`src/design/gfb_ram.sv`:
```
`timescale 1ns / 1ps
`default_nettype none

module gfb_ram #(
    parameter int DEPTH = 64,
    parameter int WIDTH = 10
) (
    input  wire logic                     i_clk,
    input  wire logic                     i_we,
    input  wire logic [$clog2(DEPTH)-1:0] i_waddr,
    input  wire logic [WIDTH-1:0]         i_wdata,
    input  wire logic [$clog2(DEPTH)-1:0] i_raddr,
    output logic      [WIDTH-1:0]         o_rdata
);

    logic [WIDTH-1:0] r_mem [DEPTH];

    always_ff @(posedge i_clk) begin
        if (i_we) begin
            r_mem[i_waddr] <= i_wdata;
        end
    end

    always_ff @(posedge i_clk) begin
        o_rdata <= r_mem[i_raddr];
    end

endmodule

`default_nettype wire

```
`config.mk`:
```
export PLATFORM = sky130hd
export DESIGN_NAME = gfb_ram
export DESIGN_NICKNAME = d
export VERILOG_FILES = /design/src/design/gfb_ram.sv
export SDC_FILE = /design/constraint.sdc
export NUM_CORES = 1
export LEC_CHECK = 0
export BUFFER_PORTS_ARGS = -buffer_cell sky130_fd_sc_hd__buf_4
export CAP_MARGIN = 15
export CORE_AREA = 2 2 235 237
export CTS_CLUSTER_SIZE = 8
export DETAILED_ROUTE_END_ITERATION = 8
export DIE_AREA = 0 0 237 239
export HOLD_SLACK_MARGIN = 0.05
export MAX_ROUTING_LAYER = met4
export PLACE_DENSITY_LB_ADDON = 0.12
export SLEW_MARGIN = 20
export SYNTH_ARGS = -nofsm -noshare
export SYNTH_HDL_FRONTEND = slang
export SYNTH_SLANG_ARGS = --single-unit
```
`constraint.sdc`:
```
create_clock -name i_clk -period 2.4 [get_ports i_clk]
set_input_delay 0.12 -clock i_clk [delete_from_list [all_inputs] [get_ports i_clk]]
set_output_delay 0.12 -clock i_clk [all_outputs]
set_load 0.01 [all_outputs]
```
==> reports/summary.txt <==
# hold bufs at CTS: 3
#FFs+latches synth: 650
min-delay src: i_wdata[8]
drt first pass iters: 5
vias in the first global route: 12100
hold path cells: 1
number of max-cap violations: 0
count leader, synth: edfxtp_1
type of origin of the critical path: register
pin count of the biggest net entering global routing: 65
Worst Tran Pin Value: 0.7583 ns
Synth Instances: 1118
Avg WL per Cell: 28.29 um
First DRT Iteration DRCs: 1177
P&R area growth vs syn: 17.49%
Final Non-Filler Cells: 2053
Commonest cells post-synth: edfxtp_1 (640), mux4_2 (160), nor2_1 (70)
layout cells sized above 1: 32.49%
post-cts gate resize count: 0
Synth top area share: 76.56%
Via Count: 11900
# IOs: 34
Placer Congestion: 0.7799
reg2reg start: r_mem[54][7]$_DFFE_PP_
vias per cell: 5.797
TritonCTS clock tree: done
post-synth design cell area: 25100 um2
PwrDens: 854.5 nW/um2
gr ovfl total: 0
drc violations: 0
min Tclk post-route: 2.304 ns
H-tree Lvls: 3
outcome: finished, final reports clean
Final setup viols: 0
Max Clk Rate: 434.0 MHz
num rows: 86
DP Wirelength: 34870 um
CP startpoint: r_mem[54][7]$_DFFE_PP_
Post-Route WL: 58090 um
Post-CTS Setup Bufs: 0
Core Footprint: 54340 um2
period utilization: 96.01%
Worst Hold Class: input port to register
CTS Sinks: 650
first-pass GRT wire length: 84960 um
total negative slack: 0 ns
Int Pwr: 20.05 mW
Clock Skews: 0.02939 ns
die width: 237 um
Net Switching: 5.155 mW
Main synth FF type: edfxtp_1
sequential share of power: 50.1%
CTS buffer count: 91
total track usage: 21.77%
sequential area share after synthesis: 77.36%
Reg clk slew, reported paths: 0.05 ns
Place WS: -0.03878 ns
Final Hold Viols: 0
Initial Util: 46.19%
Critical Path RT: 2.89 ns
nets@finish: 1340
FFs w/ async S/R, synth: 0%
Peak VDD IR: 0.5338 mV
Avg Cell Area, Syn: 22.45 um2
Reg2Reg Depth: 6
Fillers: 4109
post-synth cell types: 37
DIE HEIGHT: 239 um
Rel. slew slack: 49.45%
switching part of the total power: 20.46%
die area: 56640 um2
Root Buffer: clkbuf_16
syn_nets: 1142
number of synthesized flops with an enable pin: 640
Crit Path Class: register to register
post-synth top area cell: edfxtp_1
initial antenna violation count: 0
Clk pwr share: 44.8%
antenna-violating nets left: 0
combinational fraction of design power: 5.1%
CP endpoint kind: register
clk_lat worst skew: 0.63 ns
final max-slew violation count: 0
unrepaired setup endpoints after global routing: false
Setup WS post-layout: 0.09588 ns
Area contributors post-synth: edfxtp_1 (77%), mux4_2 (14%), mux2i_1 (2.1%)
leak pwr: 9.582 nW
Port Buf Inserts: 33
Syn. warnings: 0
Max Root-Sink Buffers: 3
CP max FO: 1
placed cells: 1924
worst path arrival time: 2.79 ns
==> layout by cell type, fill, tap and decap left out, drive strengths merged, types with 2 or more instances in the layout <==
cell type / count
nand3b: 4
a22oi: 9
dfxtp: 10
or3: 2
a22o: 6
buf: 164
o31ai: 3
dlygate4sd3: 3
and2: 4
nand2b: 6
edfxtp: 640
o211ai: 3
clkbuf: 121
nor2b: 12
nand4: 2
mux2: 12
inv: 2
a211oi: 9
o22ai: 15
mux2i: 52
a221oi: 6
o21ai: 4
nand2: 8
mux4: 160
a2111oi: 6
nor3: 2
nor2: 70
nand3: 7
clkinv: 2
==> worst paths after layout <==
| path | slack (ns) | to |
|---|---|---|
| setup / recovery | 0.1 | o_rdata[7]$_DFF_P_ |
| hold / removal | 0.04 | r_mem[32][8]$_DFFE_PP_ |
| setup reg to reg | 0.1 | o_rdata[7]$_DFF_P_ |
| hold reg to reg | 0.88 | o_rdata[8]$_DFF_P_ |
==> flip-flops by register name (all words and copies together) (netlist names) <==
register and count:
o_rdata 10, r_mem 640
==> worst max-delay path: stages, from the launching register on <==
cell       delay, ns
edfxtp_1        0.36
mux4_2          0.49
mux2_2          0.34
a2111oi_4       0.53
a221oi_2        0.06
buf_4           0.18
a22o_1          0.23
==> layout make-up <==
type,instances,area [um2],share of cell area (%)
sequential,650,19420,65.84
clock buffer,121,2432,8.247
multi-input combinational,406,5348,18.13
antenna,1,2.502,0.008485
timing repair buffer,167,1385,4.696
tap,704,880.8,2.987
clock inverter,4,25.02,0.08485
==> kinds of logic (layout without fill, tap and decap cells) <==
logic type | Yosys count | count (layout) | share of synthesized area, %
and+or+nand+nor | 119 | 119 | 2.183
buffers and inverters | 62 | 292 | 1.336
DFF | 650 | 650 | 77.36
AOI/OAI and AO/OA | 63 | 63 | 2.078
other | 0 | 1 | 0
muxes | 224 | 224 | 17.04
==> through the flow <==
stage	area, um2	hold WS, ns	util [%]	total power [mW]
after floorplan	25100	0.2189	-	13.51
after global placement	27000	0.5363	49.69	14.14
after detailed placement	27000	0.5339	49.69	14.16
after CTS	29490	0.05337	54.27	25.47
after global routing	29490	0.08130	54.27	25.98
final	29490	0.03869	54.27	25.20
==> per-layer routing <==
metal / vias to the layer above / share of wire [%] / global-route usage [%] / routed length [um]
met5: - / 0 / - / 0
met4: 0 / 2.4 / 6.406 / 1417
met3: 94 / 4.9 / 4.018 / 2872
met2: 334 / 48 / 33.65 / 28000
met1: 6374 / 44 / 29.91 / 25800
li1: 5100 / - / - / -
==> power groups by stage <==
stage | sequential, mW | combinational, mW | clock [mW]
global route | 12.6 | 1.38 | 12.0
detailed placement | 12.8 | 1.31 | 0
global placement | 12.8 | 1.30 | 0
floorplan | 12.8 | 0.672 | 0
finish | 12.6 | 1.29 | 11.3
CTS | 12.6 | 1.32 | 11.5
No activity file was read; power rests on OpenSTA's default activity.
